`src/hw/rtl/fgsu_pkg.sv`:
```
// Shared types, codes and helpers for the fused gate state update unit.
package fgsu_pkg;

    localparam int AMP_W   = 32;
    localparam int PHASE_W = 16;
    localparam int QUBIT_W = 6;
    localparam int PROD_W  = AMP_W + PHASE_W;
    localparam int ACC_W   = PROD_W + 1;
    localparam int FRAC_SH = 14;

    localparam logic signed [AMP_W-1:0] AMP_MAX = {1'b0, {(AMP_W-1){1'b1}}};
    localparam logic signed [AMP_W-1:0] AMP_MIN = {1'b1, {(AMP_W-1){1'b0}}};

    typedef enum logic [1:0] {
        REQ_APPEND  = 2'd0,
        REQ_PROCESS = 2'd1,
        REQ_CLEAR   = 2'd2,
        REQ_NONE    = 2'd3
    } req_type_t;

    typedef enum logic [2:0] {
        OP_X      = 3'd0,
        OP_Y      = 3'd1,
        OP_Z      = 3'd2,
        OP_PHASE  = 3'd3,
        OP_CPHASE = 3'd4,
        OP_CX     = 3'd5,
        OP_CZ     = 3'd6,
        OP_CCX    = 3'd7
    } op_code_t;

    // Accumulator action of the shared multiply unit
    typedef enum logic [1:0] {
        ACC_HOLD = 2'd0,
        ACC_LOAD = 2'd1,
        ACC_SUB  = 2'd2,
        ACC_ADD  = 2'd3
    } acc_op_t;

    typedef struct packed {
        op_code_t                    op;
        logic [QUBIT_W-1:0]          tgt;
        logic [QUBIT_W-1:0]          c0;
        logic [QUBIT_W-1:0]          c1;
        logic signed [PHASE_W-1:0]   pr;
        logic signed [PHASE_W-1:0]   pi;
    } op_entry_t;

    // Negate with the minimum value clamped to the maximum
    function automatic logic signed [AMP_W-1:0] neg_sat(input logic signed [AMP_W-1:0] v);
        logic signed [AMP_W-1:0] r;
        if (v == AMP_MIN)
        begin
            r = AMP_MAX;
        end
        else
        begin
            r = -v;
        end
        return r;
    endfunction

endpackage

```
`src/hw/rtl/fgsu_if.sv`:
```
// Request and response channel interfaces of the fused gate state update unit.
interface fgsu_req_if;
    logic               valid;
    logic               ready;
    logic [1:0]         req_type;
    logic [2:0]         op_code;
    logic [5:0]         target_bit;
    logic [5:0]         first_control;
    logic [5:0]         second_control;
    logic signed [15:0] phase_real;
    logic signed [15:0] phase_imag;
    logic [63:0]        basis_state;
    logic signed [31:0] amp_real;
    logic signed [31:0] amp_imag;

    modport source (
        output valid, req_type, op_code, target_bit, first_control, second_control,
               phase_real, phase_imag, basis_state, amp_real, amp_imag,
        input  ready
    );

    modport sink (
        input  valid, req_type, op_code, target_bit, first_control, second_control,
               phase_real, phase_imag, basis_state, amp_real, amp_imag,
        output ready
    );
endinterface

interface fgsu_rsp_if;
    logic               valid;
    logic               ready;
    logic [63:0]        new_state;
    logic signed [31:0] new_real;
    logic signed [31:0] new_imag;
    logic               table_overflow;

    modport source (
        output valid, new_state, new_real, new_imag, table_overflow,
        input  ready
    );

    modport sink (
        input  valid, new_state, new_real, new_imag, table_overflow,
        output ready
    );
endinterface

```
`src/hw/rtl/fgsu_mac.sv`:
```
// Shared multiply-accumulate unit with Q2.14 rounding and 32-bit saturation.
module fgsu_mac (
    input  logic                   clk,
    input  logic signed [31:0]     mul_a,
    input  logic signed [15:0]     mul_b,
    input  fgsu_pkg::acc_op_t      acc_op,
    output logic signed [31:0]     result
);
    import fgsu_pkg::*;

    localparam int RND_W = ACC_W + 1;
    localparam int SH_W  = RND_W - FRAC_SH;

    logic signed [PROD_W-1:0] prod_reg;
    logic signed [PROD_W-1:0] prod_next;
    logic signed [ACC_W-1:0]  acc_reg;
    logic signed [ACC_W-1:0]  acc_next;
    logic signed [ACC_W-1:0]  prod_ext;
    logic signed [RND_W-1:0]  rounded;
    logic signed [SH_W-1:0]   shifted;

    assign prod_next = mul_a * mul_b;
    assign prod_ext  = {prod_reg[PROD_W-1], prod_reg};

    always_comb
    begin
        case (acc_op)
            ACC_LOAD: acc_next = prod_ext;
            ACC_SUB:  acc_next = acc_reg - prod_ext;
            ACC_ADD:  acc_next = acc_reg + prod_ext;
            default:  acc_next = acc_reg;
        endcase
    end

    always_ff @(posedge clk)
    begin
        prod_reg <= prod_next;
        acc_reg  <= acc_next;
    end

    // Round half up, drop the fraction, then clamp
    assign rounded = {acc_reg[ACC_W-1], acc_reg} + RND_W'(1 << (FRAC_SH - 1));
    assign shifted = rounded[RND_W-1:FRAC_SH];

    always_comb
    begin
        if (&shifted[SH_W-1:AMP_W-1] || ~|shifted[SH_W-1:AMP_W-1])
        begin
            result = shifted[AMP_W-1:0];
        end
        else if (shifted[SH_W-1])
        begin
            result = AMP_MIN;
        end
        else
        begin
            result = AMP_MAX;
        end
    end

endmodule

```
`src/hw/rtl/fused_gate_state_update_unit.sv`:
```
// Top level of the fused gate state update unit: operation table, sequencer, output register.
// Append and clear beats complete in the idle state. A process beat walks the stored operation
// table in order, one operation per cycle from a single registered table read port, except
// that a phase or controlled phase operation whose qubits are set holds the walk for its
// multiply steps on the one shared 32x16 multiply-accumulate unit. The request side is ready
// again on the cycle the result turns valid, and it is not ready during the walk. While an
// earlier result still waits on rsp.ready, the finished walk holds until it drains. The
// result is held in an output register, and append and clear beats are taken while it waits.
// The table holds MAX_OPS entries; entries read only below the fill count need no clearing.
module fused_gate_state_update_unit #(
    parameter int MAX_OPS    = 32,
    parameter int STATE_BITS = 64
) (
    input  logic       clk,
    input  logic       rst_n,
    fgsu_req_if.sink   req,
    fgsu_rsp_if.source rsp
);
    import fgsu_pkg::*;

    localparam int CNT_W = $clog2(MAX_OPS + 1);
    localparam int IDX_W = (MAX_OPS > 1) ? $clog2(MAX_OPS) : 1;

    typedef enum logic [5:0] {
        MS_IDLE = 6'b000001,
        MS_IMPI = 6'b000010,
        MS_REPI = 6'b000100,
        MS_IMPR = 6'b001000,
        MS_SUMI = 6'b010000,
        MS_DONE = 6'b100000
    } mstep_t;

    typedef enum logic [3:0] {
        ST_IDLE = 4'b0001,
        ST_EXEC = 4'b0010,
        ST_MUL  = 4'b0100,
        ST_OUT  = 4'b1000
    } state_t;

    state_t                  state_reg, state_next;
    logic [CNT_W-1:0]        count_reg, count_next;
    logic                    ovf_reg, ovf_next;
    logic [CNT_W-1:0]        idx_reg, idx_next;
    mstep_t                  mstep_reg, mstep_next;
    logic                    out_valid_reg, out_valid_next;

    logic [STATE_BITS-1:0]   s_reg, s_next;
    logic signed [31:0]      re_reg, re_next;
    logic signed [31:0]      im_reg, im_next;
    logic signed [31:0]      tmp_re_reg, tmp_re_next;
    logic [63:0]             out_state_reg;
    logic signed [31:0]      out_re_reg;
    logic signed [31:0]      out_im_reg;
    logic                    out_ovf_reg;

    op_entry_t               op_mem [MAX_OPS];
    op_entry_t               rd_entry_reg;
    op_entry_t               wr_entry;
    logic                    tbl_we;
    logic                    rd_en;
    logic [IDX_W-1:0]        rd_addr;

    logic signed [31:0]      mul_a;
    logic signed [15:0]      mul_b;
    acc_op_t                 acc_op;
    logic signed [31:0]      mac_result;

    logic [63:0]             s64;
    logic [STATE_BITS-1:0]   s_flip;
    logic [63:0]             s_flip64;
    logic                    tbit;
    logic                    c0bit;
    logic                    c1bit;
    logic                    y_bit;
    logic                    last_op;
    logic [CNT_W-1:0]        idx_inc;
    logic                    advance;
    logic                    out_load;
    logic                    req_fire;

    fgsu_mac u_mac (
        .clk    (clk),
        .mul_a  (mul_a),
        .mul_b  (mul_b),
        .acc_op (acc_op),
        .result (mac_result)
    );

    assign req.ready = (state_reg == ST_IDLE);
    assign req_fire  = req.valid && req.ready;

    assign wr_entry.op  = op_code_t'(req.op_code);
    assign wr_entry.tgt = req.target_bit;
    assign wr_entry.c0  = req.first_control;
    assign wr_entry.c1  = req.second_control;
    assign wr_entry.pr  = req.phase_real;
    assign wr_entry.pi  = req.phase_imag;

    // Qubits at or above STATE_BITS read as zero and never flip
    assign s64      = 64'(s_reg);
    assign s_flip   = s_reg ^ STATE_BITS'(64'd1 << rd_entry_reg.tgt);
    assign s_flip64 = 64'(s_flip);
    assign tbit     = s64[rd_entry_reg.tgt];
    assign c0bit    = s64[rd_entry_reg.c0];
    assign c1bit    = s64[rd_entry_reg.c1];
    assign y_bit    = s_flip64[rd_entry_reg.tgt];
    assign idx_inc  = idx_reg + CNT_W'(1);
    assign last_op  = (idx_inc == count_reg);

    always_comb
    begin
        state_next  = state_reg;
        count_next  = count_reg;
        ovf_next    = ovf_reg;
        idx_next    = idx_reg;
        mstep_next  = mstep_reg;
        s_next      = s_reg;
        re_next     = re_reg;
        im_next     = im_reg;
        tmp_re_next = tmp_re_reg;
        tbl_we      = 1'b0;
        rd_en       = 1'b0;
        rd_addr     = idx_reg[IDX_W-1:0];
        mul_a       = re_reg;
        mul_b       = rd_entry_reg.pr;
        acc_op      = ACC_HOLD;
        advance     = 1'b0;
        out_load    = 1'b0;

        case (state_reg)
            ST_IDLE:
            begin
                if (req_fire)
                begin
                    case (req.req_type)
                        REQ_APPEND:
                        begin
                            if (count_reg == CNT_W'(MAX_OPS))
                            begin
                                ovf_next = 1'b1;
                            end
                            else
                            begin
                                tbl_we     = 1'b1;
                                count_next = count_reg + CNT_W'(1);
                            end
                        end
                        REQ_PROCESS:
                        begin
                            s_next   = STATE_BITS'(req.basis_state);
                            re_next  = req.amp_real;
                            im_next  = req.amp_imag;
                            idx_next = '0;
                            if (count_reg == '0)
                            begin
                                state_next = ST_OUT;
                            end
                            else
                            begin
                                rd_en      = 1'b1;
                                rd_addr    = '0;
                                state_next = ST_EXEC;
                            end
                        end
                        REQ_CLEAR:
                        begin
                            count_next = '0;
                            ovf_next   = 1'b0;
                        end
                        default:
                        begin
                        end
                    endcase
                end
            end

            ST_EXEC:
            begin
                // First product of a phase op is launched here
                case (rd_entry_reg.op)
                    OP_X:
                    begin
                        s_next  = s_flip;
                        advance = 1'b1;
                    end
                    OP_Y:
                    begin
                        s_next = s_flip;
                        if (y_bit)
                        begin
                            re_next = neg_sat(im_reg);
                            im_next = re_reg;
                        end
                        else
                        begin
                            re_next = im_reg;
                            im_next = neg_sat(re_reg);
                        end
                        advance = 1'b1;
                    end
                    OP_Z:
                    begin
                        if (tbit)
                        begin
                            re_next = neg_sat(re_reg);
                            im_next = neg_sat(im_reg);
                        end
                        advance = 1'b1;
                    end
                    OP_PHASE:
                    begin
                        if (tbit)
                        begin
                            mstep_next = MS_IMPI;
                            state_next = ST_MUL;
                        end
                        else
                        begin
                            advance = 1'b1;
                        end
                    end
                    OP_CPHASE:
                    begin
                        if (c0bit && tbit)
                        begin
                            mstep_next = MS_IMPI;
                            state_next = ST_MUL;
                        end
                        else
                        begin
                            advance = 1'b1;
                        end
                    end
                    OP_CX:
                    begin
                        if (c0bit)
                        begin
                            s_next = s_flip;
                        end
                        advance = 1'b1;
                    end
                    OP_CZ:
                    begin
                        if (c0bit && tbit)
                        begin
                            re_next = neg_sat(re_reg);
                            im_next = neg_sat(im_reg);
                        end
                        advance = 1'b1;
                    end
                    OP_CCX:
                    begin
                        if (c0bit && c1bit)
                        begin
                            s_next = s_flip;
                        end
                        advance = 1'b1;
                    end
                    default:
                    begin
                        advance = 1'b1;
                    end
                endcase
            end

            ST_MUL:
            begin
                case (mstep_reg)
                    MS_IMPI:
                    begin
                        mul_a      = im_reg;
                        mul_b      = rd_entry_reg.pi;
                        acc_op     = ACC_LOAD;
                        mstep_next = MS_REPI;
                    end
                    MS_REPI:
                    begin
                        mul_a      = re_reg;
                        mul_b      = rd_entry_reg.pi;
                        acc_op     = ACC_SUB;
                        mstep_next = MS_IMPR;
                    end
                    MS_IMPR:
                    begin
                        // Hold the real part until the imaginary one is done
                        mul_a       = im_reg;
                        mul_b       = rd_entry_reg.pr;
                        tmp_re_next = mac_result;
                        acc_op      = ACC_LOAD;
                        mstep_next  = MS_SUMI;
                    end
                    MS_SUMI:
                    begin
                        acc_op     = ACC_ADD;
                        mstep_next = MS_DONE;
                    end
                    default:
                    begin
                        re_next    = tmp_re_reg;
                        im_next    = mac_result;
                        mstep_next = MS_IDLE;
                        advance    = 1'b1;
                    end
                endcase
            end

            ST_OUT:
            begin
                if (!out_valid_reg || rsp.ready)
                begin
                    out_load   = 1'b1;
                    state_next = ST_IDLE;
                end
            end

            default:
            begin
                state_next = ST_IDLE;
            end
        endcase

        // Step to the next table entry, prefetching it, or finish the walk after the last one
        if (advance)
        begin
            if (last_op)
            begin
                state_next = ST_OUT;
            end
            else
            begin
                idx_next   = idx_inc;
                rd_en      = 1'b1;
                rd_addr    = idx_inc[IDX_W-1:0];
                state_next = ST_EXEC;
            end
        end
    end

    always_comb
    begin
        out_valid_next = out_valid_reg;
        if (out_load)
        begin
            out_valid_next = 1'b1;
        end
        else if (rsp.ready)
        begin
            out_valid_next = 1'b0;
        end
    end

    always_ff @(posedge clk or negedge rst_n)
    begin
        if (!rst_n)
        begin
            state_reg     <= ST_IDLE;
            count_reg     <= '0;
            ovf_reg       <= 1'b0;
            idx_reg       <= '0;
            mstep_reg     <= MS_IDLE;
            out_valid_reg <= 1'b0;
        end
        else
        begin
            state_reg     <= state_next;
            count_reg     <= count_next;
            ovf_reg       <= ovf_next;
            idx_reg       <= idx_next;
            mstep_reg     <= mstep_next;
            out_valid_reg <= out_valid_next;
        end
    end

    always_ff @(posedge clk)
    begin
        s_reg      <= s_next;
        re_reg     <= re_next;
        im_reg     <= im_next;
        tmp_re_reg <= tmp_re_next;
        if (out_load)
        begin
            out_state_reg <= 64'(s_reg);
            out_re_reg    <= re_reg;
            out_im_reg    <= im_reg;
            out_ovf_reg   <= ovf_reg;
        end
    end

    // Operation table: one write port, one registered read port
    always_ff @(posedge clk)
    begin
        if (tbl_we)
        begin
            op_mem[count_reg[IDX_W-1:0]] <= wr_entry;
        end
        if (rd_en)
        begin
            rd_entry_reg <= op_mem[rd_addr];
        end
    end

    assign rsp.valid          = out_valid_reg;
    assign rsp.new_state      = out_state_reg;
    assign rsp.new_real       = out_re_reg;
    assign rsp.new_imag       = out_im_reg;
    assign rsp.table_overflow = out_ovf_reg;

    a_count_bound: assert property (@(posedge clk) disable iff (!rst_n)
        count_reg <= CNT_W'(MAX_OPS))
        else $error("operation count beyond table depth");

    a_idx_in_table: assert property (@(posedge clk) disable iff (!rst_n)
        (state_reg == ST_EXEC || state_reg == ST_MUL) |-> (idx_reg < count_reg))
        else $error("walk index outside filled table");

    a_full_append_flags: assert property (@(posedge clk) disable iff (!rst_n)
        (req_fire && req.req_type == REQ_APPEND && count_reg == CNT_W'(MAX_OPS))
        |=> (ovf_reg && $stable(count_reg)))
        else $error("append to full table not flagged or not dropped");

    a_mstep_only_in_mul: assert property (@(posedge clk) disable iff (!rst_n)
        (state_reg != ST_MUL) |-> (mstep_reg == MS_IDLE))
        else $error("multiply step left active outside multiply phase");

    a_result_waits: assert property (@(posedge clk) disable iff (!rst_n)
        (state_reg == ST_OUT && out_valid_reg && !rsp.ready) |=> (state_reg == ST_OUT))
        else $error("finished result overwrote a pending beat");

endmodule

```
`src/flat_wrapper.sv`:
```
// flat-port wrapper written by rule: the top's interface ports become plain ports
module fused_gate_state_update_unit_flat import fgsu_pkg::*;
#(
    parameter int MAX_OPS    = 32,
    parameter int STATE_BITS = 64
)
  (clk, rst_n, req_valid, req_req_type, req_op_code, req_target_bit, req_first_control, req_second_control, req_phase_real, req_phase_imag, req_basis_state, req_amp_real, req_amp_imag, req_ready, rsp_valid, rsp_new_state, rsp_new_real, rsp_new_imag, rsp_table_overflow, rsp_ready);
  fgsu_req_if req_i ();
  fgsu_rsp_if rsp_i ();
  input  logic clk;
  input  logic rst_n;
  input wire logic [$bits(req_i.valid)-1:0] req_valid;
  input wire logic [$bits(req_i.req_type)-1:0] req_req_type;
  input wire logic [$bits(req_i.op_code)-1:0] req_op_code;
  input wire logic [$bits(req_i.target_bit)-1:0] req_target_bit;
  input wire logic [$bits(req_i.first_control)-1:0] req_first_control;
  input wire logic [$bits(req_i.second_control)-1:0] req_second_control;
  input wire logic [$bits(req_i.phase_real)-1:0] req_phase_real;
  input wire logic [$bits(req_i.phase_imag)-1:0] req_phase_imag;
  input wire logic [$bits(req_i.basis_state)-1:0] req_basis_state;
  input wire logic [$bits(req_i.amp_real)-1:0] req_amp_real;
  input wire logic [$bits(req_i.amp_imag)-1:0] req_amp_imag;
  output wire logic [$bits(req_i.ready)-1:0] req_ready;
  output wire logic [$bits(rsp_i.valid)-1:0] rsp_valid;
  output wire logic [$bits(rsp_i.new_state)-1:0] rsp_new_state;
  output wire logic [$bits(rsp_i.new_real)-1:0] rsp_new_real;
  output wire logic [$bits(rsp_i.new_imag)-1:0] rsp_new_imag;
  output wire logic [$bits(rsp_i.table_overflow)-1:0] rsp_table_overflow;
  input wire logic [$bits(rsp_i.ready)-1:0] rsp_ready;
  assign req_i.valid = req_valid;
  assign req_i.req_type = req_req_type;
  assign req_i.op_code = req_op_code;
  assign req_i.target_bit = req_target_bit;
  assign req_i.first_control = req_first_control;
  assign req_i.second_control = req_second_control;
  assign req_i.phase_real = req_phase_real;
  assign req_i.phase_imag = req_phase_imag;
  assign req_i.basis_state = req_basis_state;
  assign req_i.amp_real = req_amp_real;
  assign req_i.amp_imag = req_amp_imag;
  assign req_ready = req_i.ready;
  assign rsp_valid = rsp_i.valid;
  assign rsp_new_state = rsp_i.new_state;
  assign rsp_new_real = rsp_i.new_real;
  assign rsp_new_imag = rsp_i.new_imag;
  assign rsp_table_overflow = rsp_i.table_overflow;
  assign rsp_i.ready = rsp_ready;
  fused_gate_state_update_unit #(.MAX_OPS(MAX_OPS), .STATE_BITS(STATE_BITS)) u_core (.clk(clk), .rst_n(rst_n), .req(req_i), .rsp(rsp_i));
endmodule
```
`config.mk`:
```
export PLATFORM = sky130hd
export DESIGN_NAME = fused_gate_state_update_unit_flat
export DESIGN_NICKNAME = d
export VERILOG_FILES = /design/src/hw/rtl/fgsu_pkg.sv /design/src/hw/rtl/fgsu_if.sv /design/src/hw/rtl/fgsu_mac.sv /design/src/hw/rtl/fused_gate_state_update_unit.sv /design/src/flat_wrapper.sv
export SDC_FILE = /design/constraint.sdc
export NUM_CORES = 2
export LEC_CHECK = 0
export ABC_AREA = 1
export BUFFER_PORTS_ARGS = -buffer_cell sky130_fd_sc_hd__clkbuf_2
export CORE_ASPECT_RATIO = 0.8
export CORE_MARGIN = 5
export CORE_UTILIZATION = 55
export DETAILED_ROUTE_END_ITERATION = 10
export GPL_ROUTABILITY_DRIVEN = 1
export GPL_TIMING_DRIVEN = 1
export PLACE_DENSITY = 0.73
export SKIP_LAST_GASP = 1
export SLEW_MARGIN = 20
export SYNTH_ARGS = -nofsm -noshare
export SYNTH_HDL_FRONTEND = slang
export SYNTH_HIERARCHICAL = 1
export SYNTH_SLANG_ARGS = --single-unit
```
`constraint.sdc`:
```
create_clock -name clk -period 8.7 [get_ports clk]
set_input_delay 0.87 -clock clk [delete_from_list [all_inputs] [get_ports clk]]
set_output_delay 0.87 -clock clk [all_outputs]
set_load 0.05 [all_outputs]
```
==> impl_summary.log <==
INFO  metric wl = 392000 um
INFO  metric reg2reg_slack = 610 ps
INFO  metric grt_use_met2 = 47.7%
INFO  metric final_min_period_over_clock_period = 93.0%
INFO  metric post_cts.repair.setup_buffers = 0
INFO  metric setup_total_negative_slack = 0 ps
INFO  metric post-place-ws = 749 ps
INFO  metric grt_first_pass_wirelength = 579000 um
INFO  metric design.core.area = 220000 um2
INFO  metric post_synth_instance_area = 122000 um2
INFO  metric post_synthesis_sequential_element_count = 2159
INFO  metric die_height = 431 um
INFO  metric clock_sink_count = 2159
INFO  metric grt_max_degree = 217
INFO  metric syn_inst = 13100
INFO  metric crit_path_start = u_core/mstep_reg[0]$_DFFE_PN1P_
INFO  metric chipWidth = 536 um
INFO  metric crit_path_end_kind = register
INFO  metric postLayoutSetupSlackWorst = 612 ps
INFO  metric setup_viol_count_final = 0
INFO  metric row_count = 154
INFO  metric hold_path.class = input port to register
INFO  metric vias_in_the_first_global_route = 90300
INFO  metric clockRootBuffer = clkbuf_16
INFO  metric path_clk_slew = 70 ps
INFO  metric clock_skew = 54.2 ps
INFO  metric syn-num-nets = 13900
INFO  metric worstReg2RegEnd = u_core/u_mac/prod_reg[40]$_DFF_P_
INFO  metric finish.net_count = 14000
INFO  metric dp_hpwl = 248000 um
INFO  metric critPathMaxFanout = 29
INFO  metric grt-busiest-layer = met1
INFO  metric max-slew-margin-rel = 19.9%
INFO  metric drt_iter0_markers = 13500
INFO  metric critical_path.reg2reg.startpoint = u_core/mstep_reg[0]$_DFFE_PN1P_
INFO  metric tightestPinTransition = 1200 ps
INFO  metric final-hold-violation-count = 0
INFO  metric global_route.usage.met3 = 8.11%
INFO  metric synth_seq_area_share = 52.7%
INFO  metric detail_route.first_pass.iterations = 7
INFO  metric finish.utilization = 60.3%
INFO  metric count_of_flip_flops_with_a_built_in_enable_after_synthesis = 2087
INFO  metric timing.final.max_slew_violations = 0
INFO  metric post-route-drc-count = 0
INFO  metric cts_max_level = 4
INFO  metric detail_route.vias_per_cell = 5.89
INFO  metric synthDominantCellAreaShare = 51.5%
INFO  metric yosysWarningCount = 6
INFO  metric cp.arrival = 8880 ps
INFO  metric initial_core_util = 55.3%
INFO  metric timing.max_cap.violations = 0
INFO  metric area_growth = 9.05%
INFO  metric post_synth_num_cell_types = 61
INFO  metric avgSynthCellArea = 9.30 um2
INFO  metric io_pins = 318
INFO  metric ff2ff_path_depth = 27
INFO  metric yosys-top-cells-count = nand2_1 (3426), nand3_1 (2188), edfxtp_1 (2087), inv_1 (2082), nor2_1 (500)
INFO  metric die-area = 231000 um2
INFO  metric yosys-top-cells-area = edfxtp_1 (51%), nand2_1 (11%), nand3_1 (9.0%), fa_1 (8.0%), inv_1 (6.4%)
INFO  metric grt_antenna_before_repair = 21
INFO  metric io_buffers = 317
INFO  metric layout-drive-gt1-share = 7.19%
INFO  metric unrepaired_setup_endpoints_after_global_routing = no
INFO  metric tritoncts.num_buffers = 214
INFO  metric maximum_operating_frequency = 124 MHz
INFO  metric layout.cell_area.non_filler = 133000 um2
INFO  metric synth_most_common_cell = nand2_1
INFO  metric grtUsageTotal = 33.1%
INFO  metric tritoncts = done
INFO  metric postRouteAntennaNets = 0
INFO  metric path_class = register to register
INFO  metric largest_reg_flops = 1696
INFO  metric wire_per_inst = 24.1 um
INFO  metric worstSetupStartpointType = register
INFO  metric cp-endpoint = u_core/u_mac/prod_reg[40]$_DFF_P_
INFO  metric postSynth.topFlopCell = edfxtp_1
INFO  metric postSynth.asyncResetShare = 1.11%
INFO  metric worstPathRequired = 9490 ps
INFO  metric grt_use_met1 = 50.0%
INFO  metric detailroute.via_count = 95800
INFO  metric status = complete, no violations
INFO  metric place.gp.congestion = 1.00
INFO  metric clockBufferDepth = 4
INFO  metric place_area = 126000 um2
INFO  metric clk_latency = 900 ps
INFO  metric synth_top_cell_by_area = edfxtp_1
INFO  metric globalRouteOverflowTotal = 0
INFO  metric final_period_minus_worst_setup_slack = 8090 ps
-- critical path, stage by stage (launching register included) --
cell	delay, ps
dfstp_2	550
nor2_1	50
inv_1	100
nor4_1	70
nand2_1	110
nand2_2	370
o21ai_1	1060
buf_4	360
nand2_1	100
fa_1	570
inv_1	50
fa_1	480
fa_1	540
fa_1	530
fa_1	550
inv_1	50
fa_1	530
inv_1	60
ha_1	360
nand2_1	110
nor2_1	180
inv_1	100
nor2_1	120
inv_1	80
nor4_1	430
nand3_1	170
nand3_1	150
xor2_1	140
-- placed cells by master, fill, tap and decap left out, types with 50 or more instances in the layout --
cell and count:
nor3_1 72, clkbuf_2 317, nor2_1 465, xor2_1 192, edfxtp_1 2087, buf_4 183
clkbuf_16 217, fa_1 487, inv_1 2079, o21ai_0 303, nand2_1 3420, nand3b_1 221
clkinv_1 50, nand3_1 2187, a21oi_1 183, nand4_1 61, ha_1 171
-- what timing repair did --
| action | CTS | global route |
|---|---|---|
| hold buffers | 1 | 0 |
| hold endpoints to repair | 3 | 0 |
| resized for setup | 0 | 0 |
-- per-layer routing --
metal  share of wire (%)  vias to the layer above
met5               0.013                        -
met4                 3.1                       10
met3                  13                      766
met2                  42                     6086
met1                  41                    46300
li1                    -                    42700
-- layout make-up --
class	count	area (um2)
timing repair buffer	516	3270
sequential	2159	64200
inverter	2098	7900
multi-input combinational	8137	47000
tap	2964	3710
antenna	11	27.5
clock buffer	260	5590
clock inverter	119	1080
fill	18100	87400
-- metrics by stage --
stage	std cells	hold slack, ps
floorplan	13100	421
global placement	15900	445
detailed placement	15900	481
CTS	16300	248
global route	16300	260
finish	16300	303
-- kinds of logic (layout without fill, tap and decap cells) --
group                    after synthesis  count (layout)  share of synthesized area [%]
AO/OA/AOI/OAI                        676             676                           3.12
multiplexers                          17              17                          0.157
adder cells (fa/ha/maj)              658             658                           9.76
buffers and inverters               2798            2993                           8.99
AND/OR/NAND/NOR                     6555            6555                           23.6
XOR/XNOR                             231             231                           1.66
flip-flops                          2159            2159                           52.7
other                                  0              11                              0
-- worst min path at each step --
stage | startpoint | to | slack (ps) | cells after the start
2_1_floorplan | u_core/im_reg[11]$_DFFE_PP_ | u_core/rsp.new_imag[11]$_DFFE_PP_ | 420 | 0
3_3_place_gp | u_core/re_reg[2]$_DFFE_PP_ | u_core/rsp.new_real[2]$_DFFE_PP_ | 440 | 0
3_5_place_dp | u_core/mstep_reg[5]$_DFFE_PN0P_ | u_core/mstep_reg[5]$_DFFE_PN0P_ | 480 | 2
4_1_cts | req_basis_state[21] | u_core/s64[21]$_DFFE_PP_ | 250 | 3
5_1_grt | req_basis_state[21] | u_core/s64[21]$_DFFE_PP_ | 260 | 3
6_report | req_basis_state[21] | u_core/s64[21]$_DFFE_PP_ | 300 | 3
Power is left out: the tool's default activity adds up to more than one toggle a clock period on the data nets, which glitch-free logic cannot reach.
